==> config.mk <==
export PLATFORM = sky130hd
export DESIGN_NAME = cobs_frame_decoder_core
export DESIGN_NICKNAME = d
export VERILOG_FILES = /design/src/rtl/cfd_pkg.sv /design/src/rtl/cfd_step.sv /design/src/rtl/cfd_skid.sv /design/src/rtl/cobs_frame_decoder_core.sv
export SDC_FILE = /design/constraint.sdc
export NUM_CORES = 1
export LEC_CHECK = 0
export BUFFER_PORTS_ARGS = -buffer_cell sky130_fd_sc_hd__buf_2
export CAP_MARGIN = 30
export CORE_MARGIN = 2
export CORE_UTILIZATION = 54
export DETAILED_ROUTE_END_ITERATION = 12
export PLACE_DENSITY_LB_ADDON = 0.05
export SKIP_CTS_REPAIR_TIMING = 1
export SYNTH_ARGS = -nofsm -noshare
export SYNTH_HDL_FRONTEND = slang
export SYNTH_SLANG_ARGS = --single-unit
==> constraint.sdc <==
create_clock -name clk -period 5.1 [get_ports clk]
set_clock_uncertainty 0.1 [all_clocks]
set_input_delay 0 -clock clk [delete_from_list [all_inputs] [get_ports clk]]
set_output_delay 0 -clock clk [all_outputs]
set_load 0.01 [all_outputs]
==> src/rtl/cfd_pkg.sv <==
// Shared types and constants for the COBS frame decoder.
// No dependencies; used by every module in rtl/.
`timescale 1ns / 1ps
`default_nettype none
package cfd_pkg;

	localparam int MAX_FRAME_DEF = 256;
	localparam int HDR_LEN = 3;
	localparam int BYTE_W = 8;
	localparam int TDATA_W = 40;

	typedef struct packed {
		logic [BYTE_W-1:0] payload_count;
		logic              bad_frame;
		logic              is_end;
		logic [BYTE_W-1:0] byte_index;
		logic [BYTE_W-1:0] data_byte;
		logic [BYTE_W-1:0] frame_tag;
	} res_t;

endpackage
`default_nettype wire

==> src/rtl/cfd_step.sv <==
// Frame state registers and per-byte decode: COBS unstuffing, header capture,
// payload emission and end-of-frame status. Depends on cfd_pkg.
`timescale 1ns / 1ps
`default_nettype none
module cfd_step #(
	parameter int MAX_FRAME = cfd_pkg::MAX_FRAME_DEF
) (
	input  wire logic                         clk,
	input  wire logic                         arst_n,
	input  wire logic                         accept,
	input  wire logic [cfd_pkg::BYTE_W-1:0]   enc_byte,
	output logic                              has_result,
	output cfd_pkg::res_t                     result
);

	localparam int PW = $clog2(MAX_FRAME + 1);
	localparam int NW = $clog2(MAX_FRAME + 256);
	localparam int BW = cfd_pkg::BYTE_W;

	logic [PW-1:0] position_q, position_d;
	logic [NW-1:0] next_code_q, next_code_d;
	logic [BW-1:0] tag_q, tag_d;
	logic [BW-1:0] len_q, len_d;
	logic [BW-1:0] hsum_q, hsum_d;
	logic [BW-1:0] sum_q, sum_d;
	logic [BW-1:0] count_q, count_d;
	logic [BW-1:0] dec;
	logic          clear;

	always_comb begin
		position_d = position_q;
		next_code_d = next_code_q;
		tag_d = tag_q;
		len_d = len_q;
		hsum_d = hsum_q;
		sum_d = sum_q;
		count_d = count_q;
		clear = 1'b0;
		has_result = 1'b0;
		dec = enc_byte;
		result.frame_tag = tag_q;
		result.data_byte = '0;
		result.byte_index = '0;
		result.is_end = 1'b0;
		result.bad_frame = 1'b0;
		result.payload_count = '0;
		if (enc_byte == '0) begin
			clear = 1'b1;
			if (position_q > PW'(1)) begin
				has_result = 1'b1;
				result.is_end = 1'b1;
				result.payload_count = count_q;
				if (position_q < PW'(1 + cfd_pkg::HDR_LEN)) begin
					result.bad_frame = 1'b1;
				end else begin
					result.bad_frame = (count_q != len_q) || (sum_q != hsum_q);
				end
			end
		end else if (position_q >= PW'(MAX_FRAME)) begin
			// overlong frame: drop until delimiter
		end else if (position_q == '0) begin
			next_code_d = NW'(enc_byte);
			position_d = PW'(1);
		end else begin
			if (NW'(position_q) == next_code_q) begin
				dec = '0;
				next_code_d = next_code_q + NW'(enc_byte);
			end
			position_d = position_q + PW'(1);
			if (position_q == PW'(1)) begin
				tag_d = dec;
			end else if (position_q == PW'(2)) begin
				len_d = dec;
			end else if (position_q == PW'(3)) begin
				hsum_d = dec;
			end else if (count_q < len_q) begin
				has_result = 1'b1;
				result.data_byte = dec;
				result.byte_index = count_q;
				sum_d = sum_q + dec;
				count_d = count_q + BW'(1);
			end
		end
	end

	always_ff @(posedge clk or negedge arst_n) begin
		if (!arst_n) begin
			position_q <= '0;
			next_code_q <= '0;
			tag_q <= '0;
			len_q <= '0;
			hsum_q <= '0;
			sum_q <= '0;
			count_q <= '0;
		end else if (accept) begin
			if (clear) begin
				position_q <= '0;
				next_code_q <= '0;
				tag_q <= '0;
				len_q <= '0;
				hsum_q <= '0;
				sum_q <= '0;
				count_q <= '0;
			end else begin
				position_q <= position_d;
				next_code_q <= next_code_d;
				tag_q <= tag_d;
				len_q <= len_d;
				hsum_q <= hsum_d;
				sum_q <= sum_d;
				count_q <= count_d;
			end
		end
	end

endmodule
`default_nettype wire

==> src/rtl/cfd_skid.sv <==
// Output register with skid stage; ready toward the decoder is registered.
// Depends on cfd_pkg.
`timescale 1ns / 1ps
`default_nettype none
module cfd_skid (
	input  wire logic          clk,
	input  wire logic          arst_n,
	input  wire logic          in_valid,
	output logic               in_ready,
	input  wire cfd_pkg::res_t in_data,
	output logic               out_valid,
	input  wire logic          out_ready,
	output cfd_pkg::res_t      out_data
);

	logic          out_valid_q;
	logic          skid_valid_q;
	cfd_pkg::res_t out_data_q;
	cfd_pkg::res_t skid_data_q;
	logic          in_fire;

	assign in_ready = !skid_valid_q;
	assign in_fire = in_valid && in_ready;
	assign out_valid = out_valid_q;
	assign out_data = out_data_q;

	always_ff @(posedge clk or negedge arst_n) begin
		if (!arst_n) begin
			out_valid_q <= 1'b0;
			skid_valid_q <= 1'b0;
		end else if (out_ready || !out_valid_q) begin
			out_valid_q <= skid_valid_q || in_fire;
			skid_valid_q <= 1'b0;
		end else if (in_fire) begin
			skid_valid_q <= 1'b1;
		end
	end

	always_ff @(posedge clk) begin
		if (out_ready || !out_valid_q) begin
			out_data_q <= skid_valid_q ? skid_data_q : in_data;
		end else if (in_fire) begin
			skid_data_q <= in_data;
		end
	end

endmodule
`default_nettype wire

==> src/rtl/cobs_frame_decoder_core.sv <==
// COBS frame decoder, top level. The result of an accepted byte is held in
// the cfd_skid output or skid register. Throughput: one byte per cycle;
// s_tready is registered from the skid stage and drops only while two
// results wait. Reset (arst_n low, asynchronous) clears frame state and
// empties the output stages. Uses cfd_pkg, cfd_step and cfd_skid.
`timescale 1ns / 1ps
`default_nettype none
module cobs_frame_decoder_core #(
	parameter int MAX_FRAME = cfd_pkg::MAX_FRAME_DEF
) (
	input  wire logic                          clk,
	input  wire logic                          arst_n,
	input  wire logic                          s_tvalid,
	output logic                               s_tready,
	input  wire logic [7:0]                    s_tdata,  // enc_byte
	output logic                               m_tvalid,
	input  wire logic                          m_tready,
	// frame_tag, data_byte, byte_index, bad_frame, payload_count, zero pad
	output logic [cfd_pkg::TDATA_W-1:0]        m_tdata,
	output logic                               m_tlast   // is_end
);

	logic          accept;
	logic          step_has;
	cfd_pkg::res_t step_res;
	cfd_pkg::res_t out_res;

	assign accept = s_tvalid && s_tready;

	cfd_step #(
		.MAX_FRAME(MAX_FRAME)
	) u_step (
		.clk(clk),
		.arst_n(arst_n),
		.accept(accept),
		.enc_byte(s_tdata),
		.has_result(step_has),
		.result(step_res)
	);

	cfd_skid u_skid (
		.clk(clk),
		.arst_n(arst_n),
		.in_valid(accept && step_has),
		.in_ready(s_tready),
		.in_data(step_res),
		.out_valid(m_tvalid),
		.out_ready(m_tready),
		.out_data(out_res)
	);

	assign m_tdata = {7'b0, out_res.payload_count, out_res.bad_frame, out_res.byte_index,
		out_res.data_byte, out_res.frame_tag};
	assign m_tlast = out_res.is_end;

`ifndef SYNTHESIS
	a_skid_implies_out: assert property (@(posedge clk) disable iff (!arst_n)
		!s_tready |-> m_tvalid)
		else $error("skid stage full while output empty");
	a_end_on_delim: assert property (@(posedge clk) disable iff (!arst_n)
		accept && step_has && step_res.is_end |-> s_tdata == 8'h00)
		else $error("end item without delimiter");
	a_payload_clean: assert property (@(posedge clk) disable iff (!arst_n)
		accept && step_has && !step_res.is_end |->
		!step_res.bad_frame && step_res.payload_count == 8'h00)
		else $error("payload item carries status fields");
	a_no_result_on_empty: assert property (@(posedge clk) disable iff (!arst_n)
		accept && s_tdata == 8'h00 && !step_has && !m_tvalid |=> !m_tvalid)
		else $error("result from empty frame");
`endif

endmodule
`default_nettype wire
==> Word-level counts from Yosys, hierarchy flattened <==
Index checks and enable logic that the tools add are counted.
{ "totals": {"wordCells": 134, "ramBits": 0, "mem_bits_ro": 0, "latch_bits": 0, "n_memories": 0, "input_bits": 12, "reg_bits": 128} }
{ "op_classes": {"mul": 0, "n_addsub": 4, "order_cmp": 4, "n_reduce_logical": 23, "bitwise_logic": 1, "mux": 69, "eq_ne": 12, "div": 0, "shift": 0} }
{ "op_table": {"columns": ["cell", "count"], "rows": [
  ["8-bit two-way mux", 38],
  ["16-bit two-way mux", 7],
  ["9-bit two-way mux", 9],
  ["34-bit two-way mux", 1],
  ["10-bit two-way mux", 2],
  ["9-bit by 2-bit == test with 1-bit output (second input constant)", 2],
  ["8-bit != test", 2],
  ["1-bit two-way mux", 12],
  ["2-bit by 1-bit != test with 1-bit output (second input constant)", 6],
  ["2-bit nonzero test", 5],
  ["9-bit by 1-bit adder with 9-bit output (second input constant)", 1],
  ["9-bit by 8-bit adder with 9-bit output", 1],
  ["9-bit by 1-bit == test with 1-bit output (second input constant)", 1],
  ["9-bit == test", 1],
  ["9-bit greater-or-equal comparator (second input constant)", 1],
  ["9-bit by 1-bit greater-than comparator with 1-bit output (second input constant)", 1],
  ["9-bit logical NOT", 1],
  ["9-bit by 3-bit less-than comparator with 1-bit output (second input constant)", 1],
  ["8-bit by 1-bit adder with 8-bit output (second input constant)", 1],
  ["8-bit adder", 1],
  ["8-bit logical NOT", 1],
  ["8-bit less-than comparator", 1],
  ["8-bit AND reduction", 1],
  ["7-bit AND reduction", 1],
  ["10 further kinds", 15]
]} }

==> Longest topological paths before layout <==
{ "logic_depth": {"word_depth": 14, "mapped_depth": 15, "ltp_nobuf": 13} }

==> By module <==
Synthesis repeated with hierarchy kept, for this count alone.
{ "hier_totals": {"cells_unflattened": 568, "hier_area_um2": 6735.2} }
{ "modules_own_cells": {"columns": ["mod", "cells_each", "seq_area_each_um2", "instances", "area_each_um2"], "rows": [
  ["cfd_step", 444, 1451.4, 1, 3995.1],
  ["cfd_skid", 114, 2092.0, 1, 2671.3],
  ["cobs_frame_decoder_core", 10, 0.0, 1, 68.8]
]} }

==> Worst setup path before layout <==
Ideal clock, no wire load.
{ "synth_timing": {"path_kind": "reg-to-reg", "start": "register u_step.position_q[0]", "end": "register u_skid.skid_data_q[0] (netlist bit), enable pin", "path_buffers": 1, "t_arrival_ns": 4.171, "setup_time_ns": 0.468, "path_slack_ns": 0.361, "stages_incl_launch_ff": 9, "path_cell_list": "dfrtp_1 > inv_1 > ha_1 > nor4_2 > o221ai_2 > nor3_1 > buf_6 > nor2_1 > nor3_1"} }
{ "synth_between": {"elab_chain_len": 10, "word_cells_on_any_way": 16, "cone_classes": "order compare: 2; eq/ne: 3; mux: 7; reduce/logical: 4"} }
{ "synth_lines": {"columns": ["element", "line_no", "rtl"], "rows": [
  ["start, declared", "cfd_step.sv:20", "logic [PW-1:0] position_q, position_d;"],
  ["start signal, assigned", "cfd_step.sv:105", "position_q <= position_d;"],
  ["9-bit by 2-bit == test with 1-bit output", "cfd_step.sv:74", "end else if (position_q == PW'(3)) begin"],
  ["1-bit two-way mux", "cfd_step.sv:74", null],
  ["1-bit two-way mux", "cfd_step.sv:72", "end else if (position_q == PW'(2)) begin"],
  ["1-bit two-way mux", "cfd_step.sv:70", "if (position_q == PW'(1)) begin"],
  ["1-bit two-way mux", "cfd_step.sv:61", "end else if (position_q == '0) begin"],
  ["1-bit two-way mux", "cfd_step.sv:59", "end else if (position_q >= PW'(MAX_FRAME)) begin"],
  ["1-bit two-way mux (*)", "cfd_step.sv:47", "if (enc_byte == '0) begin"],
  ["1-bit logical AND (*)", "cobs_frame_decoder_core.sv:44", ".in_valid(accept && step_has),"],
  ["1-bit logical AND (*)", "cfd_skid.sv:23", "assign in_fire = in_valid && in_ready;"],
  ["2-bit AND reduction (no source line) (*)", null, null],
  ["end signal, assigned", "cfd_skid.sv:43", "skid_data_q <= in_data;"],
  ["end, declared", "cfd_skid.sv:19", "cfd_pkg::res_t skid_data_q;"]
]} }
Every way passes the cells marked *; elsewhere a longest branch is shown, timed or not.
A chain may end at the register's enable or synchronous reset.

==> Worst setup path in the final report <==
{ "layout_timing": {"start": "register u_step.position_q[7]", "end": "register u_step.sum_q[6]"} }
{ "layout_between": {"elab_chain_len": 14, "word_cells_on_any_way": 25, "cone_classes": "add/sub: 1; order compare: 1; eq/ne: 9; mux: 12; reduce/logical: 2"} }
{ "layout_lines": {"columns": ["element", "line_no", "rtl"], "rows": [
  ["9-bit == test", "cfd_step.sv:65", "if (NW'(position_q) == next_code_q) begin"],
  ["8-bit two-way mux", "cfd_step.sv:65", null],
  ["8-bit two-way mux", "cfd_step.sv:61", null],
  ["8-bit two-way mux", "cfd_step.sv:59", null],
  ["8-bit two-way mux", "cfd_step.sv:47", null],
  ["8-bit adder", "cfd_step.sv:80", "sum_d = sum_q + dec;"],
  ["8-bit two-way mux", "cfd_step.sv:76", "end else if (count_q < len_q) begin"],
  ["8-bit two-way mux", "cfd_step.sv:74", null],
  ["8-bit two-way mux", "cfd_step.sv:72", null],
  ["8-bit two-way mux", "cfd_step.sv:70", null],
  ["8-bit two-way mux", "cfd_step.sv:61", null],
  ["8-bit two-way mux", "cfd_step.sv:59", null],
  ["8-bit two-way mux", "cfd_step.sv:47", null],
  ["8-bit two-way mux", "cfd_step.sv:96", "if (clear) begin"],
  ["end signal, assigned", "cfd_step.sv:110", "sum_q <= sum_d;"],
  ["end, declared", "cfd_step.sv:25", "logic [BW-1:0] sum_q, sum_d;"]
]} }
Parallel ways exist; a longest one is shown, timed or not. The select of a mux whose other input is x is not followed.

==> results.txt <==
- In the post-synthesis netlist, the biggest area contributors are sky130_fd_sc_hd__edfxtp_1, sky130_fd_sc_hd__dfrtp_1, sky130_fd_sc_hd__mux2_2.
- The total overflow left after global routing is 0.
* Number of pins exceeding their max-slew limit in the final report: 0
* Worst hold path type: primary input to async pin
- Among all flip-flop cells after synthesis, the most frequent one is sky130_fd_sc_hd__edfxtp_1.
- Worst setup slack after placement: 1.43 ns
* Utilization after layout: 65.3%
- The count of nets left with antenna violations once routing finished came out at 0.
* Via-per-instance ratio: 5.72
* Clock-pin slew reported for the worst setup and hold paths after clock tree synthesis: 0.05 ns
- Synthesis instantiated 58 different standard cells from the library.
* Number of synthesized flops with an enable pin: 68
* Fraction of power consumed by the clock network: 25.5%
- Number of sinks on the clock net: 128
- After routing the design area is 0.00752 mm^2.
- Rel. slew slack: 34.3%
- Input and output buffers added on the ports amount to 47.
- Total routed wirelength: 13600 um
- In this run the horizontal extent of the chip is 113 um.
* Number of register bits inferred by synthesis: 128
- Number of standard cells after synthesis: 542
- Comb pwr share: 37.6%
* Number of CTS-inserted buffers: 17
- Weighted congestion at the end of routability-driven global placement: 0.818
- Max Fanout on Critical Path: 16
- Relative to the synthesized area, the layout overhead comes to 16.6%.
- TritonCTS built the clock tree.
- Cell with the largest stage delay on the worst path: sky130_fd_sc_hd__nand4_1
* Number of global-route vias before repair: 4281
- Iteration count of the initial detailed-routing pass: 4
* Sequence of cells on the critical path: xor2_1, nor4_1, nand4_1, and2_0, ha_1, nor2b_1, o21ai_0, a21boi_0, o21a_1, or3_1, a32o_1
- Pwr/cell area: 641 mW/mm^2
- The cell family contributing the most delay on the critical path is simple AND/OR/NAND/NOR gates.
- The repair_antennas step left the layout with diodes totalling 0.
- In the final layout, the multi-input gates occupy 0.00274 mm^2.
- Req. time, crit path: 5.30 ns
* Arrival time of data at the critical path endpoint: 3.85 ns
* Buffer depth of the longest clock path: 2
- Dividing the detail-routed wire length by the instance count gives 17.8 um.
- Source-to-sink clock delay at the later pin of the worst-skew pair: 0.42 ns
* Pin count of the biggest net entering global routing: 61
- The worst path uses 71.5% of the clock period.
- The floorplan step defined a die boundary enclosing 0.0128 mm^2.
- The floorplan step defined a core boundary enclosing 0.0115 mm^2.
- Power spent charging and discharging nets: 1.68 mW
- Kind of end point of the critical path: flip-flop
* Worst Setup Slack, final: 1.45 ns
- sky130_fd_sc_hd__edfxtp_1 takes more of the synthesized area than any other cell.
* Die height: 113 um
- Summed over all nets, the half-perimeter wirelength after detailed placement is 9370 um.
- RSZ-0062 raised after global routing: no
* Final net count: 648
- Final setup violation count: 0
- Deepest level of the CTS H-tree: 4
- Rows: 39
- Global-route wire length before repair: 22200 um
* Overall power of the completed layout: 4.82 mW
* # IOs: 55
- Global router's overall resource usage: 22.5%
- Number of failing hold endpoints at the final stage: 0
- The post-route netlist has 23.3% of its cells at a drive strength greater than 1.
* Internal power consumption: 3.13 mW
- Slew of the pin with the lowest slew margin: 0.980 ns
- Worst Setup Path Type: flip-flop to flip-flop
* Worst voltage drop across the vdd grid: 0.311 mV
- After detailed placement, the total cell area comes to 0.00681 mm^2.
- For this run, the number of Yosys warnings is 0.
- In the routed design, unresolved DRC markers number 0.
* Worst setup path startpoint: u_step.position_q[7]
* Starting density of the core: 56.0%
- The critical path contains buffers and inverters numbering 0 combined.
- Share of the yosys chip area belonging to registers: 54.9%
- In the final timing run, aggregate negative setup slack is 0 ns.
* Average cell area after synthesis: 11.9 um^2
- Cell Area, Synth: 0.00645 mm^2
- The cell sitting at the root of the clock tree is a sky130_fd_sc_hd__clkbuf_16.
- Counting flops with an async set or reset pin after synthesis yields a share of 46.9%.
- In this run the biggest area consumer among cell types represents 31.7% of the synthesized area.
* Register cell area after layout: 0.00354 mm^2
- The worst setup path is launched from a flip-flop.
- Vias post-DR: 4361
- Post-layout min period: 3.65 ns
- Worst path max stage delay: 0.51 ns
* Run status: complete, no violations
* Startpoint of the worst-slack reg-to-reg timing path: u_step.position_q[7]
* Fill cell total of the finished layout: 885
- Portion of total power attributed to sequential cells: 36.8%
* Switching share of power: 34.9%
- In this run the static leakage power is 3.26 nW.
* Max-cap violation count: 0
* Highest attainable clock frequency: 274 MHz
* Initial antenna violation count: 0
- Starting DRT DRC Count: 276
power groups by stage:
stage	Clock (mW)	Combinational, mW	Sequential, mW
6_report	1.23	1.81	1.78
5_1_grt	1.29	2.03	1.82
4_1_cts	1.25	1.82	1.78
3_5_place_dp	0	1.80	1.79
3_3_place_gp	0	1.76	1.78
2_1_floorplan	0	1.28	1.79
cells in the mapped netlist, types with 3 or more instances:
| library cell | number |
|---|---|
| sky130_fd_sc_hd__o21a_1 | 3 |
| sky130_fd_sc_hd__o31ai_1 | 6 |
| sky130_fd_sc_hd__dfrtp_1 | 60 |
| sky130_fd_sc_hd__mux2_2 | 50 |
| sky130_fd_sc_hd__a21oi_1 | 16 |
| sky130_fd_sc_hd__and3_1 | 5 |
| sky130_fd_sc_hd__xnor2_1 | 14 |
| sky130_fd_sc_hd__a31oi_1 | 4 |
| sky130_fd_sc_hd__buf_2 | 3 |
| sky130_fd_sc_hd__and2_1 | 27 |
| sky130_fd_sc_hd__inv_1 | 20 |
| sky130_fd_sc_hd__nor2_1 | 23 |
| sky130_fd_sc_hd__nand3_1 | 10 |
| sky130_fd_sc_hd__and2_0 | 5 |
| sky130_fd_sc_hd__buf_4 | 7 |
| sky130_fd_sc_hd__o311ai_0 | 3 |
| sky130_fd_sc_hd__or4_1 | 3 |
| sky130_fd_sc_hd__edfxtp_1 | 68 |
| sky130_fd_sc_hd__clkbuf_1 | 9 |
| sky130_fd_sc_hd__mux2i_1 | 3 |
| sky130_fd_sc_hd__a21oi_2 | 3 |
| sky130_fd_sc_hd__nand2_1 | 44 |
| sky130_fd_sc_hd__xor2_1 | 11 |
| sky130_fd_sc_hd__o21ai_0 | 36 |
| sky130_fd_sc_hd__nor4_2 | 3 |
| sky130_fd_sc_hd__nor3_1 | 11 |
| sky130_fd_sc_hd__a21o_1 | 7 |
| sky130_fd_sc_hd__a22o_1 | 6 |
| sky130_fd_sc_hd__ha_1 | 28 |
| sky130_fd_sc_hd__nor4_1 | 5 |
| sky130_fd_sc_hd__nand2b_1 | 5 |
| sky130_fd_sc_hd__nor2b_1 | 3 |
| sky130_fd_sc_hd__nand4_1 | 7 |
worst paths after layout:
path | endpoint | slack (ns) | cells after the start
min in group clk | u_step.next_code_q[1] | 0.34 | 4
setup reg to reg | u_step.sum_q[6] | 1.45 | 11
max in group asynchronous | u_skid.out_valid | 4.21 | 3
setup / recovery | u_step.sum_q[6] | 1.45 | 11
hold reg to reg | u_skid.skid_data_q[2] | 0.37 | 0
hold / removal | u_step.next_code_q[7] | 0.18 | 3
cells in the final DEF, fill, tap and decap left out, types with 4 or more instances in the layout:
cell type,Yosys,layout
sky130_fd_sc_hd__edfxtp_1,68,68
sky130_fd_sc_hd__dfrtp_1,60,60
sky130_fd_sc_hd__mux2_2,50,50
sky130_fd_sc_hd__buf_2,3,47
sky130_fd_sc_hd__nand2_1,44,44
sky130_fd_sc_hd__o21ai_0,36,36
sky130_fd_sc_hd__ha_1,28,28
sky130_fd_sc_hd__and2_1,27,27
sky130_fd_sc_hd__nor2_1,23,23
sky130_fd_sc_hd__inv_1,20,20
sky130_fd_sc_hd__clkbuf_16,0,19
sky130_fd_sc_hd__a21oi_1,16,16
sky130_fd_sc_hd__xnor2_1,14,14
sky130_fd_sc_hd__xor2_1,11,11
sky130_fd_sc_hd__nor3_1,11,10
sky130_fd_sc_hd__nand3_1,10,10
sky130_fd_sc_hd__dlygate4sd3_1,0,10
sky130_fd_sc_hd__nand4_1,7,7
sky130_fd_sc_hd__a21o_1,7,7
sky130_fd_sc_hd__conb_1,1,7
sky130_fd_sc_hd__o31ai_1,6,6
sky130_fd_sc_hd__a22o_1,6,6
sky130_fd_sc_hd__nor4_1,5,5
sky130_fd_sc_hd__and2_0,5,5
sky130_fd_sc_hd__and3_1,5,5
sky130_fd_sc_hd__buf_4,7,5
sky130_fd_sc_hd__a31oi_1,4,4
sky130_fd_sc_hd__nand2b_1,5,4
stage by stage:
stage | hold WS (ns) | instances
final | 0.175 | 762
after global routing | 0.282 | 762
after CTS | -0.329 | 752
after detailed placement | 0.116 | 720
after global placement | 0.121 | 720
after floorplan | -0.396 | 548
state kept, by name, indices dropped and copies added (netlist names):
signal,cells
u_step.position_q,9
u_step.tag_q,8
u_step.next_code_q,9
u_step.sum_q,8
u_skid.out_data,34
u_step.hsum_q,8
u_skid.skid_valid_q,1
u_skid.skid_data_q,34
u_skid.out_valid,1
u_step.len_q,8
u_step.count_q,8
logic make-up after synthesis:
| family | synth area share [%] |
|---|---|
| xor gates and xnor gates | 3.40 |
| muxes | 9.20 |
| adders and majority gates | 6.05 |
| and+or+nand+nor | 12.9 |
| AOI/OAI and AO/OA | 10.3 |
| DFF | 54.9 |
| buffers and inverters | 3.10 |
| other | 0.0582 |
cell type report:
class                           instances  share of cell area [%]
Multi-Input combinational cell        377                    36.4
Clock buffer                           24                    6.84
Sequential cell                       128                    47.1
Clock inverter                          8                    1.31
Tap cell                              143                    2.38
Inverter                               20                   0.999
Timing Repair Buffer                   62                    4.96
worst register-to-register path: cells and delay by family, from the launching register on:
family | cells | cell delay [ns]
AO/OA/AOI/OAI | 4 | 0.74
XOR/XNOR | 1 | 0.18
adder cells (fa/ha/maj) | 1 | 0.37
flip-flops | 1 | 0.43
AND/OR/NAND/NOR | 5 | 1.72
layer usage:
metal | track usage [%] | up-vias | routed length [um]
li1 | - | 2096 | -
met1 | 29.7 | 2143 | 6170
met2 | 36.9 | 107 | 6560
met3 | 5.68 | 15 | 662
met4 | 6.99 | 0 | 194
met5 | 0 | - | 0
(Power assumes the default switching activity.)
